--- config.mk ---
export PLATFORM = sky130hd
export DESIGN_NAME = gpio_pin_config_register_bank
export DESIGN_NICKNAME = d
export VERILOG_FILES = /design/src/rtl/core/gpio_pcrb_pkg.sv /design/src/rtl/core/gpio_pin_config_register_bank.sv
export SDC_FILE = /design/constraint.sdc
export NUM_CORES = 1
export LEC_CHECK = 0
export BUFFER_PORTS_ARGS = -buffer_cell sky130_fd_sc_hd__buf_4
export CORE_MARGIN = 4
export CORE_UTILIZATION = 32
export CTS_BUF_LIST = sky130_fd_sc_hd__clkbuf_16
export CTS_CLUSTER_SIZE = 14
export DETAILED_ROUTE_END_ITERATION = 8
export PLACE_DENSITY = 0.44
export SLEW_MARGIN = 10
export SYNTH_ARGS = -nofsm -noshare
export SYNTH_HDL_FRONTEND = slang
export SYNTH_SLANG_ARGS = --single-unit
--- constraint.sdc ---
create_clock -name clk -period 6.08 [get_ports clk]
set_input_delay 0.304 -clock clk [delete_from_list [all_inputs] [get_ports clk]]
set_output_delay 0.304 -clock clk [all_outputs]
set_load 0.05 [all_outputs]
--- src/rtl/core/gpio_pcrb_pkg.sv ---
package gpio_pcrb_pkg;

    typedef enum logic [2:0] {
        OP_SET_FUNC = 3'd0,
        OP_GET_FUNC = 3'd1,
        OP_SET_PULL = 3'd2,
        OP_GET_PULL = 3'd3,
        OP_SET_DATA = 3'd4,
        OP_GET_DATA = 3'd5
    } op_t;

    typedef enum logic {
        ST_IDLE   = 1'b0,
        ST_MODIFY = 1'b1
    } state_t;

    localparam int LINE_W   = 5;
    localparam int PORT_MAX = 8;
    localparam int WORD_W   = 32;

    localparam logic [WORD_W-1:0] FUNC_MASK = 32'h0000_0007;
    localparam logic [WORD_W-1:0] PULL_MASK = 32'h0000_0003;
    localparam logic [WORD_W-1:0] DATA_MASK = 32'h0000_0001;

endpackage

--- src/rtl/core/gpio_pin_config_register_bank.sv ---
// gpio pin configuration register bank
//
// one command channel: a transaction (op, pin, write_data) is taken at the
// rising edge where start is high and busy is low. pin[7:5] picks the port,
// pin[4:0] the line; the access sets or reads the function, pull or data
// field of that line.
// one result per transaction: read_data is valid for exactly one cycle while
// done is high; set operations and unused op codes return zero.
// done is registered out of the modify state. a new command is taken only
// while busy is low, so the block does not take a new transaction before it is
// through with the last. the edge that accepts a command also issues the read
// of the three word memories into registers; the next cycle merges the field
// and writes the word back, with busy high. the following cycle is idle again,
// so no two accesses to one entry overlap.
// reset: all words read as zero through per-entry valid bits cleared at once,
// no clearing pass. the receiver cannot stall; results are never held.
module gpio_pin_config_register_bank #(
    parameter int NUM_PORTS = 8
) (
    input  logic       clk,
    input  logic       rst_n,
    input  logic       start,
    output logic       busy,
    input  logic [2:0] op,
    input  logic [7:0] pin,
    input  logic [2:0] write_data,
    output logic       done,
    output logic [2:0] read_data
);

    localparam int FUNC_DEPTH = NUM_PORTS * 4;
    localparam int PULL_DEPTH = NUM_PORTS * 2;
    localparam int DATA_DEPTH = NUM_PORTS;
    localparam int FA_W = $clog2(FUNC_DEPTH);
    localparam int PA_W = $clog2(PULL_DEPTH);
    localparam int DA_W = (NUM_PORTS > 1) ? $clog2(NUM_PORTS) : 1;
    localparam int W    = gpio_pcrb_pkg::WORD_W;

    logic [W-1:0] func_mem [FUNC_DEPTH];
    logic [W-1:0] pull_mem [PULL_DEPTH];
    logic [W-1:0] data_mem [DATA_DEPTH];

    logic [FUNC_DEPTH-1:0] func_vld_reg;
    logic [PULL_DEPTH-1:0] pull_vld_reg;
    logic [DATA_DEPTH-1:0] data_vld_reg;

    gpio_pcrb_pkg::state_t state_reg, state_next;

    logic [2:0]      op_reg;
    logic [4:0]      line_reg;
    logic [2:0]      wd_reg;
    logic            hit_reg;
    logic [FA_W-1:0] fa_reg;
    logic [PA_W-1:0] pa_reg;
    logic [DA_W-1:0] da_reg;

    logic [W-1:0] func_rd_reg, pull_rd_reg, data_rd_reg;
    logic         func_rv_reg, pull_rv_reg, data_rv_reg;

    logic       done_reg, done_next;
    logic [2:0] read_data_reg, read_data_next;

    logic            accept;
    logic [2:0]      port;
    logic            hit;
    logic [4:0]      fa_full;
    logic [3:0]      pa_full;
    logic [FA_W-1:0] fa;
    logic [PA_W-1:0] pa;
    logic [DA_W-1:0] da;

    logic [W-1:0] func_word, pull_word, data_word;
    logic [4:0]   fsh, psh;
    logic         func_we, pull_we, data_we;
    logic [W-1:0] func_wr, pull_wr, data_wr;

    assign accept  = start && (state_reg == gpio_pcrb_pkg::ST_IDLE);
    assign port    = pin[7:5];
    assign hit     = {1'b0, port} < 4'(NUM_PORTS);
    assign fa_full = {port, pin[4:3]};
    assign pa_full = {port, pin[4]};
    assign fa      = fa_full[FA_W-1:0];
    assign pa      = pa_full[PA_W-1:0];
    assign da      = DA_W'(port);

    // memory reads, issued on the accepting edge
    always_ff @(posedge clk)
    begin
        if (accept)
        begin
            func_rd_reg <= func_mem[fa];
            pull_rd_reg <= pull_mem[pa];
            data_rd_reg <= data_mem[da];
            op_reg      <= op;
            line_reg    <= pin[4:0];
            wd_reg      <= write_data;
            fa_reg      <= fa;
            pa_reg      <= pa;
            da_reg      <= da;
        end
    end

    always_ff @(posedge clk or negedge rst_n)
    begin
        if (!rst_n)
        begin
            hit_reg     <= 1'b0;
            func_rv_reg <= 1'b0;
            pull_rv_reg <= 1'b0;
            data_rv_reg <= 1'b0;
        end
        else if (accept)
        begin
            hit_reg     <= hit;
            func_rv_reg <= func_vld_reg[fa];
            pull_rv_reg <= pull_vld_reg[pa];
            data_rv_reg <= data_vld_reg[da];
        end
    end

    // modify stage
    assign func_word = func_rv_reg ? func_rd_reg : '0;
    assign pull_word = pull_rv_reg ? pull_rd_reg : '0;
    assign data_word = data_rv_reg ? data_rd_reg : '0;
    assign fsh       = {line_reg[2:0], 2'b00};
    assign psh       = {line_reg[3:0], 1'b0};

    assign func_wr = (func_word & ~(gpio_pcrb_pkg::FUNC_MASK << fsh))
                   | ((W'(wd_reg) & gpio_pcrb_pkg::FUNC_MASK) << fsh);
    assign pull_wr = (pull_word & ~(gpio_pcrb_pkg::PULL_MASK << psh))
                   | ((W'(wd_reg) & gpio_pcrb_pkg::PULL_MASK) << psh);
    assign data_wr = (data_word & ~(gpio_pcrb_pkg::DATA_MASK << line_reg))
                   | ((W'(wd_reg) & gpio_pcrb_pkg::DATA_MASK) << line_reg);

    always_comb
    begin
        state_next     = state_reg;
        done_next      = 1'b0;
        read_data_next = '0;
        func_we        = 1'b0;
        pull_we        = 1'b0;
        data_we        = 1'b0;
        case (state_reg)
            gpio_pcrb_pkg::ST_IDLE:
            begin
                if (start)
                begin
                    state_next = gpio_pcrb_pkg::ST_MODIFY;
                end
            end
            gpio_pcrb_pkg::ST_MODIFY:
            begin
                state_next = gpio_pcrb_pkg::ST_IDLE;
                done_next  = 1'b1;
                if (hit_reg)
                begin
                    case (gpio_pcrb_pkg::op_t'(op_reg))
                        gpio_pcrb_pkg::OP_SET_FUNC: func_we = 1'b1;
                        gpio_pcrb_pkg::OP_GET_FUNC:
                            read_data_next = 3'((func_word >> fsh) & gpio_pcrb_pkg::FUNC_MASK);
                        gpio_pcrb_pkg::OP_SET_PULL: pull_we = 1'b1;
                        gpio_pcrb_pkg::OP_GET_PULL:
                            read_data_next = 3'((pull_word >> psh) & gpio_pcrb_pkg::PULL_MASK);
                        gpio_pcrb_pkg::OP_SET_DATA: data_we = 1'b1;
                        gpio_pcrb_pkg::OP_GET_DATA:
                            read_data_next = 3'((data_word >> line_reg)
                                                & gpio_pcrb_pkg::DATA_MASK);
                        default: ;
                    endcase
                end
            end
            default: state_next = gpio_pcrb_pkg::ST_IDLE;
        endcase
    end

    // write back
    always_ff @(posedge clk)
    begin
        if (func_we)
        begin
            func_mem[fa_reg] <= func_wr;
        end
        if (pull_we)
        begin
            pull_mem[pa_reg] <= pull_wr;
        end
        if (data_we)
        begin
            data_mem[da_reg] <= data_wr;
        end
    end

    always_ff @(posedge clk or negedge rst_n)
    begin
        if (!rst_n)
        begin
            state_reg     <= gpio_pcrb_pkg::ST_IDLE;
            done_reg      <= 1'b0;
            read_data_reg <= '0;
            func_vld_reg  <= '0;
            pull_vld_reg  <= '0;
            data_vld_reg  <= '0;
        end
        else
        begin
            state_reg     <= state_next;
            done_reg      <= done_next;
            read_data_reg <= read_data_next;
            if (func_we)
            begin
                func_vld_reg[fa_reg] <= 1'b1;
            end
            if (pull_we)
            begin
                pull_vld_reg[pa_reg] <= 1'b1;
            end
            if (data_we)
            begin
                data_vld_reg[da_reg] <= 1'b1;
            end
        end
    end

    assign busy      = (state_reg == gpio_pcrb_pkg::ST_MODIFY);
    assign done      = done_reg;
    assign read_data = read_data_reg;

endmodule

=== Word-level counts from Yosys, hierarchy flattened ===
Memory sizes are Yosys's and may differ from the RTL's. A register that Yosys moved wholly into a read port is not among the register bits.
Index checks and enable logic that the tools add are counted.

* Magnitude comparators: 9
* Bitwise gates (word level): 13
* Shift operators: 9
* Mux-type cells: 36
* Reduce and logical (&&, ||, !) cells: 5
* Equal/unequal tests: 5

{| class="wikitable"
|+ Operators with widths
! kind !! number
|-
| 32-bit bitwise OR || 4
|-
| 32-bit bitwise AND || 3
|-
| 32-bit 2-to-1 mux || 3
|-
| 32-bit NOT || 3
|-
| 1-bit by 5-bit left shift with 32-bit output || 1
|-
| 1-bit by 5-bit left shift with 32-bit output, first input constant || 1
|-
| 2-bit by 5-bit left shift with 32-bit output || 1
|-
| 2-bit by 5-bit left shift with 32-bit output, first input constant || 1
|-
| 3-bit by 5-bit left shift with 32-bit output || 1
|-
| 3-bit by 5-bit left shift with 32-bit output, first input constant || 1
|-
| 32-bit by 5-bit right shift with 1-bit output || 1
|-
| 32-bit by 5-bit right shift with 2-bit output || 1
|-
| 32-bit by 5-bit right shift with 3-bit output || 1
|-
| 1-bit 2-to-1 mux || 23
|-
| 16-bit bitwise OR || 1
|-
| 5-bit by 6-bit less-than comparator with 1-bit output, second input constant || 2
|-
| 4-bit by 5-bit less-than comparator with 1-bit output, second input constant || 2
|-
| 3-bit one-hot mux with 3 select lines || 1
|-
| 3-bit by 4-bit less-than comparator with 1-bit output, second input constant || 2
|-
| 8-bit bitwise OR || 1
|-
| 3-bit by 2-bit == test with 1-bit output, second input constant || 2
|-
| 3-bit == test, second input constant || 2
|-
| 3-bit 2-to-1 mux || 2
|-
| 1-bit binary-select mux with 5-bit select || 1
|-
| other kinds (13) || 16
|}

* Input port bits: 17
* Output and inout bits: 5
* Memories: 3
* Word-level logic and storage cells: 96
* RAM bits: 1792
* Register bits: 88

{| class="wikitable"
|+ Memories
! memory !! words !! bits a word !! rd ports !! clocked after Yosys merged registers in !! write ports !! RTL line !! text
|-
| func_mem || 32 || 32 || 1 || 1 || 1 || gpio_pin_config_register_bank.sv:39 || <nowiki>logic [W-1:0] func_mem [FUNC_DEPTH];</nowiki>
|-
| pull_mem || 16 || 32 || 1 || 1 || 1 || gpio_pin_config_register_bank.sv:40 || <nowiki>logic [W-1:0] pull_mem [PULL_DEPTH];</nowiki>
|-
| data_mem || 8 || 32 || 1 || 1 || 1 || gpio_pin_config_register_bank.sv:41 || <nowiki>logic [W-1:0] data_mem [DATA_DEPTH];</nowiki>
|}

=== Depth between registers and ports, before layout ===
* Depth in word-level cells: 6
* Depth in mapped cells: 9
* Gate-level depth less buffers: 6

=== Worst setup path after synthesis ===
OpenSTA, ideal clock, no wires.

* Kind: reg-to-reg
* From: register state_reg (netlist: busy)
* To: memory data_mem[0][0] (netlist name) (enable)
* Buffers on the path: 0
* Stages on the path, launching flop included: 5
* Library setup time: 462 ps
* Arrival time: 3698 ps
* Period minus slack after synthesis: 4161 ps
* Slack: 1919 ps
* Data required time: 5618 ps
* Cell sequence: dfrtp_1 -> nor2b_1 -> nand3_1 -> or3_1 -> nor3_1

* Longest elaborated chain between the ends: 3

{| class="wikitable"
|+ Ends and longest elaborated chain
! what !! RTL line !! text
|-
| from (decl) || gpio_pin_config_register_bank.sv:47 || <nowiki>gpio_pcrb_pkg::state_t state_reg, state_next;</nowiki>
|-
| from (signal assigned) || gpio_pin_config_register_bank.sv:197 || <nowiki>state_reg <= gpio_pcrb_pkg::ST_IDLE;</nowiki>
|-
| from (signal assigned) || gpio_pin_config_register_bank.sv:206 || <nowiki>state_reg <= state_next;</nowiki>
|-
| 1-bit 2-to-1 mux || gpio_pin_config_register_bank.sv:143 || <nowiki>case (state_reg)</nowiki>
|-
| 1-bit 2-to-1 mux || gpio_pin_config_register_bank.sv:187 || <nowiki>if (data_we)</nowiki>
|-
| 1-bit 2-to-1 mux (implied by the code) || gpio_pin_config_register_bank.sv:189 || <nowiki>data_mem[da_reg] <= data_wr;</nowiki>
|-
| to (decl) || gpio_pin_config_register_bank.sv:41 ||
|}

Every way passes these cells.

=== Worst setup path after layout ===
* From: register line_reg[0]
* To: memory data_mem[4][27] (netlist name) (data pin)

* Longest elaborated chain between the ends: 4
* Elaborated cells on any way between the ends: 5
* Classes of those cells: shift (2); bitwise (3)

{| class="wikitable"
|+ Ends and longest elaborated chain
! what !! RTL line !! text
|-
| from (decl) || gpio_pin_config_register_bank.sv:50 || <nowiki>logic [4:0] line_reg;</nowiki>
|-
| from (signal assigned) || gpio_pin_config_register_bank.sv:95 || <nowiki>line_reg <= pin[4:0];</nowiki>
|-
| 1-bit by 5-bit left shift with 32-bit output || gpio_pin_config_register_bank.sv:132 || <nowiki>assign data_wr = (data_word & ~(gpio_pcrb_pkg::DATA_MASK << line_reg))</nowiki>
|-
| 32-bit NOT || gpio_pin_config_register_bank.sv:132 ||
|-
| 32-bit bitwise AND || gpio_pin_config_register_bank.sv:132 ||
|-
| 32-bit bitwise OR * || gpio_pin_config_register_bank.sv:133 || <nowiki>| ((W'(wd_reg) & gpio_pcrb_pkg::DATA_MASK) << line_reg);</nowiki>
|-
| via data_wr[27] || gpio_pin_config_register_bank.sv:75 || <nowiki>logic [W-1:0] func_wr, pull_wr, data_wr;</nowiki>
|}

The timed path passes the listed nets; every way through them passes the cells marked *.

==> results_dict.tcl <==
set metrics [dict create \
    outcome "finished, final reports clean" \
    grt_pass1_wl_mm 255 \
    wl_mm 182 \
    rsz0062_at_grt "false" \
    clockRootBuffer "clkbuf_16" \
    yosysWarnings 0 \
    cap_violations 0 \
    antenna_found_initial 15 \
    dieArea_sq_um 213000 \
    cp-endpoint "data_mem[4][27]$_DFFE_PP_" \
    finalSetupTns_ns 0 \
    syn_area_sq_um 65900 \
    cts_hold_buf 12 \
    fmax_mhz 265 \
    cts_setup_buffers 0 \
    dp_hpwl_mm 94.1 \
    place.gp.congestion 0.713 \
    whs_ns 0.166 \
    p_leak_uw 0.0243 \
    slew_headroom_pct 20.9 \
    r2r_start "line_reg[0]$_DFFE_PP_" \
    crit_type "reg2reg" \
    startpoint "line_reg[0]$_DFFE_PP_" \
    synth_edf_count 1638 \
    slew_violations 0 \
    start_util_pct 32.2 \
    path_clk_slew_ns 0.06 \
    antenna_left 0 \
    min_period_ns 3.77 \
    synth_top_area_cell "edfxtp_1" \
    numCtsBuffers 184 \
    vias 31100 \
    wl_met3_mm 10.5 \
    grt_start_max_net_pins 104 \
    rows 166 \
    cts_max_level 4 \
    grt_usage_pct 17.1 \
    dr_wl_met2_mm 91.3 \
    synthTopCellsByArea "edfxtp_1, mux4_2, dfrtp_1" \
    regMostFlops "func_mem" \
    r2r_slack_ns 2.31 \
    largest_registers "func_mem x768, pull_mem x512, data_mem x256" \
    drc_errors 0 \
    clock_latency_ns 0.84 \
    ff2ff_path_depth 4 \
    ctsResizeCount 0 \
    hold_violations 0 \
    final_cell_mix "edfxtp_1, mux4_2, clkbuf_16, nand2_1, buf_4" \
    drt_iter0_drc 2962 \
    worst_pin_slew_ns 1.19 \
    syn_area_per_cell_sq_um 22.4 \
    top_layer "met4" \
    cts_tree "yes" \
    grt_pass1_vias 32800 \
    synth-async-reset-ratio_pct 3.82 \
    layout_commonest_cell "edfxtp_1" \
    min_path_type "in2reg" \
    synth_top_area_share_pct 74.6 \
    synth-seq-area-share_pct 77.1 \
    firstDrtPassIters 5 \
    portBuffers 21 \
    io_pins 22 \
    finalSetupViolCount 0 \
    vdd_drop_max_v 0.000277 \
    layout.nets 3147 \
    ys_ff_latch 1703 \
    cts_buffer_depth 3 \
    syn_inst 2945 \
    worst_ep_arrival_time_ns 4.30 \
    gr-total-overflow 0 \
    cp.required_ns 6.60 \
    numClockSinks 1703 \
    die_y_um 462 \
    syn-num-nets 2962 \
    synthToLayoutAreaGrowth_pct 16.0 \
    wl_met1_mm 75.0 \
    post_drt_wl_per_cell_um 30.4 \
    r2r_end "data_mem[4][27]$_DFFE_PP_" \
    synth_cell_types 46 \
    hold_depth 1 \
    fin_skew_ns 0.0463 \
    drive_gt1_share_pct 32.9 \
    fin_crit_sh_pct 62.1 \
    end_kind "flip-flop" \
    die_w_um 462 \
    path_max_fanout 26 \
    synth_flop_cell "edfxtp_1" \
    power_density_nw_per_um2 333 \
    drt-vias-per-instance 5.21 \
    largest_reg_flops 768 \
    coreArea_sq_um 205000 \
    critPathLaunchType "flip-flop" \
]
-- critical path, stage by stage, from the launching register on --
cell	delay [ns]
edfxtp_1	1.10
nand2_1	0.62
nor3_1	1.00
nand2_1	0.15
o21ai_0	0.62
-- routing by layer --
layer / global-route usage [%] / up-vias
li1: - / 12800
met1: 22.5 / 17100
met3: 3.48 / 282
met4: 4.66 / 0
met5: 0 / -
met2: 29.0 / 958
-- worst min-delay path by stage --
stage	slack (ns)	startpoint	to
floorplan	0.008	rst_n	busy$_DFF_PN0_
global placement	0.16	rst_n	data_vld_reg[6]$_DFFE_PN0P_
detailed placement	0.16	rst_n	data_vld_reg[4]$_DFFE_PN0P_
CTS	0.09	pin[5]	fa_reg[2]$_DFFE_PP_
global route	0.11	pin[5]	fa_reg[2]$_DFFE_PP_
finish	0.17	pin[5]	fa_reg[2]$_DFFE_PP_
-- synthesized netlist by cell type (all sizes together) (3+ instances only) --
cell type     n
and2          5
inv           5
a21oi        15
buf          74
o31ai         4
nand2b       14
o221ai        3
nand3        41
o211ai        4
a22o          3
nor3         12
nand3b        3
a22oi         3
o21ai        81
mux2         58
nor2         71
dfrtp        65
mux4        490
or2          56
a221oi        3
clkinv        3
and3          6
edfxtp     1638
nor2b         8
mux2i        13
a31oi         3
clkbuf       87
nand4         5
o311ai        3
nand2       148
a211oi        3
-- through the flow --
| step | util (%) | total power, uW | cells | setup slack [ns] | area, sq um |
|---|---|---|---|---|---|
| floorplan | - | 14300 | 2945 | 1.92 | 65900 |
| global placement | 34.3 | 14700 | 5618 | 2.43 | 70300 |
| detailed placement | 34.3 | 14800 | 5618 | 2.20 | 70300 |
| CTS | 37.3 | 25800 | 5968 | 2.24 | 76400 |
| global route | 37.3 | 26400 | 5971 | 1.88 | 76400 |
| finish | 37.3 | 25500 | 5971 | 2.31 | 76400 |
-- where the power goes --
part | switching (uW) | internal, uW | total, uW | leakage (uW)
clock network | 4610 | 6340 | 10900 | 0.00304
registers | 101 | 13100 | 13200 | 0.0160
logic | 798 | 510 | 1310 | 0.00530
total | 5500 | 20000 | 25500 | 0.0243
-- cell families (layout without fill, tap and decap cells) --
kind of cell	Yosys count	in the layout	synth area share (%)
AND/OR/NAND/NOR	373	373	2.62
buffers and inverters	169	506	1.08
flip-flops	1703	1703	77.1
AO/OA/AOI/OAI	139	139	1.25
multiplexers	561	561	17.9
other	0	1	0
-- final cells by class --
class | count | area, sq um
Antenna cell | 1 | 2.50
Timing Repair Buffer | 160 | 1350
Tap cell | 2688 | 3360
Clock inverter | 153 | 1320
Fill cell | 18500 | 128000
Sequential cell | 1703 | 50800
Inverter | 8 | 35.0
Multi-Input combinational cell | 1073 | 14900
Clock buffer | 185 | 4630
Power figures use the tool's default switching activity.
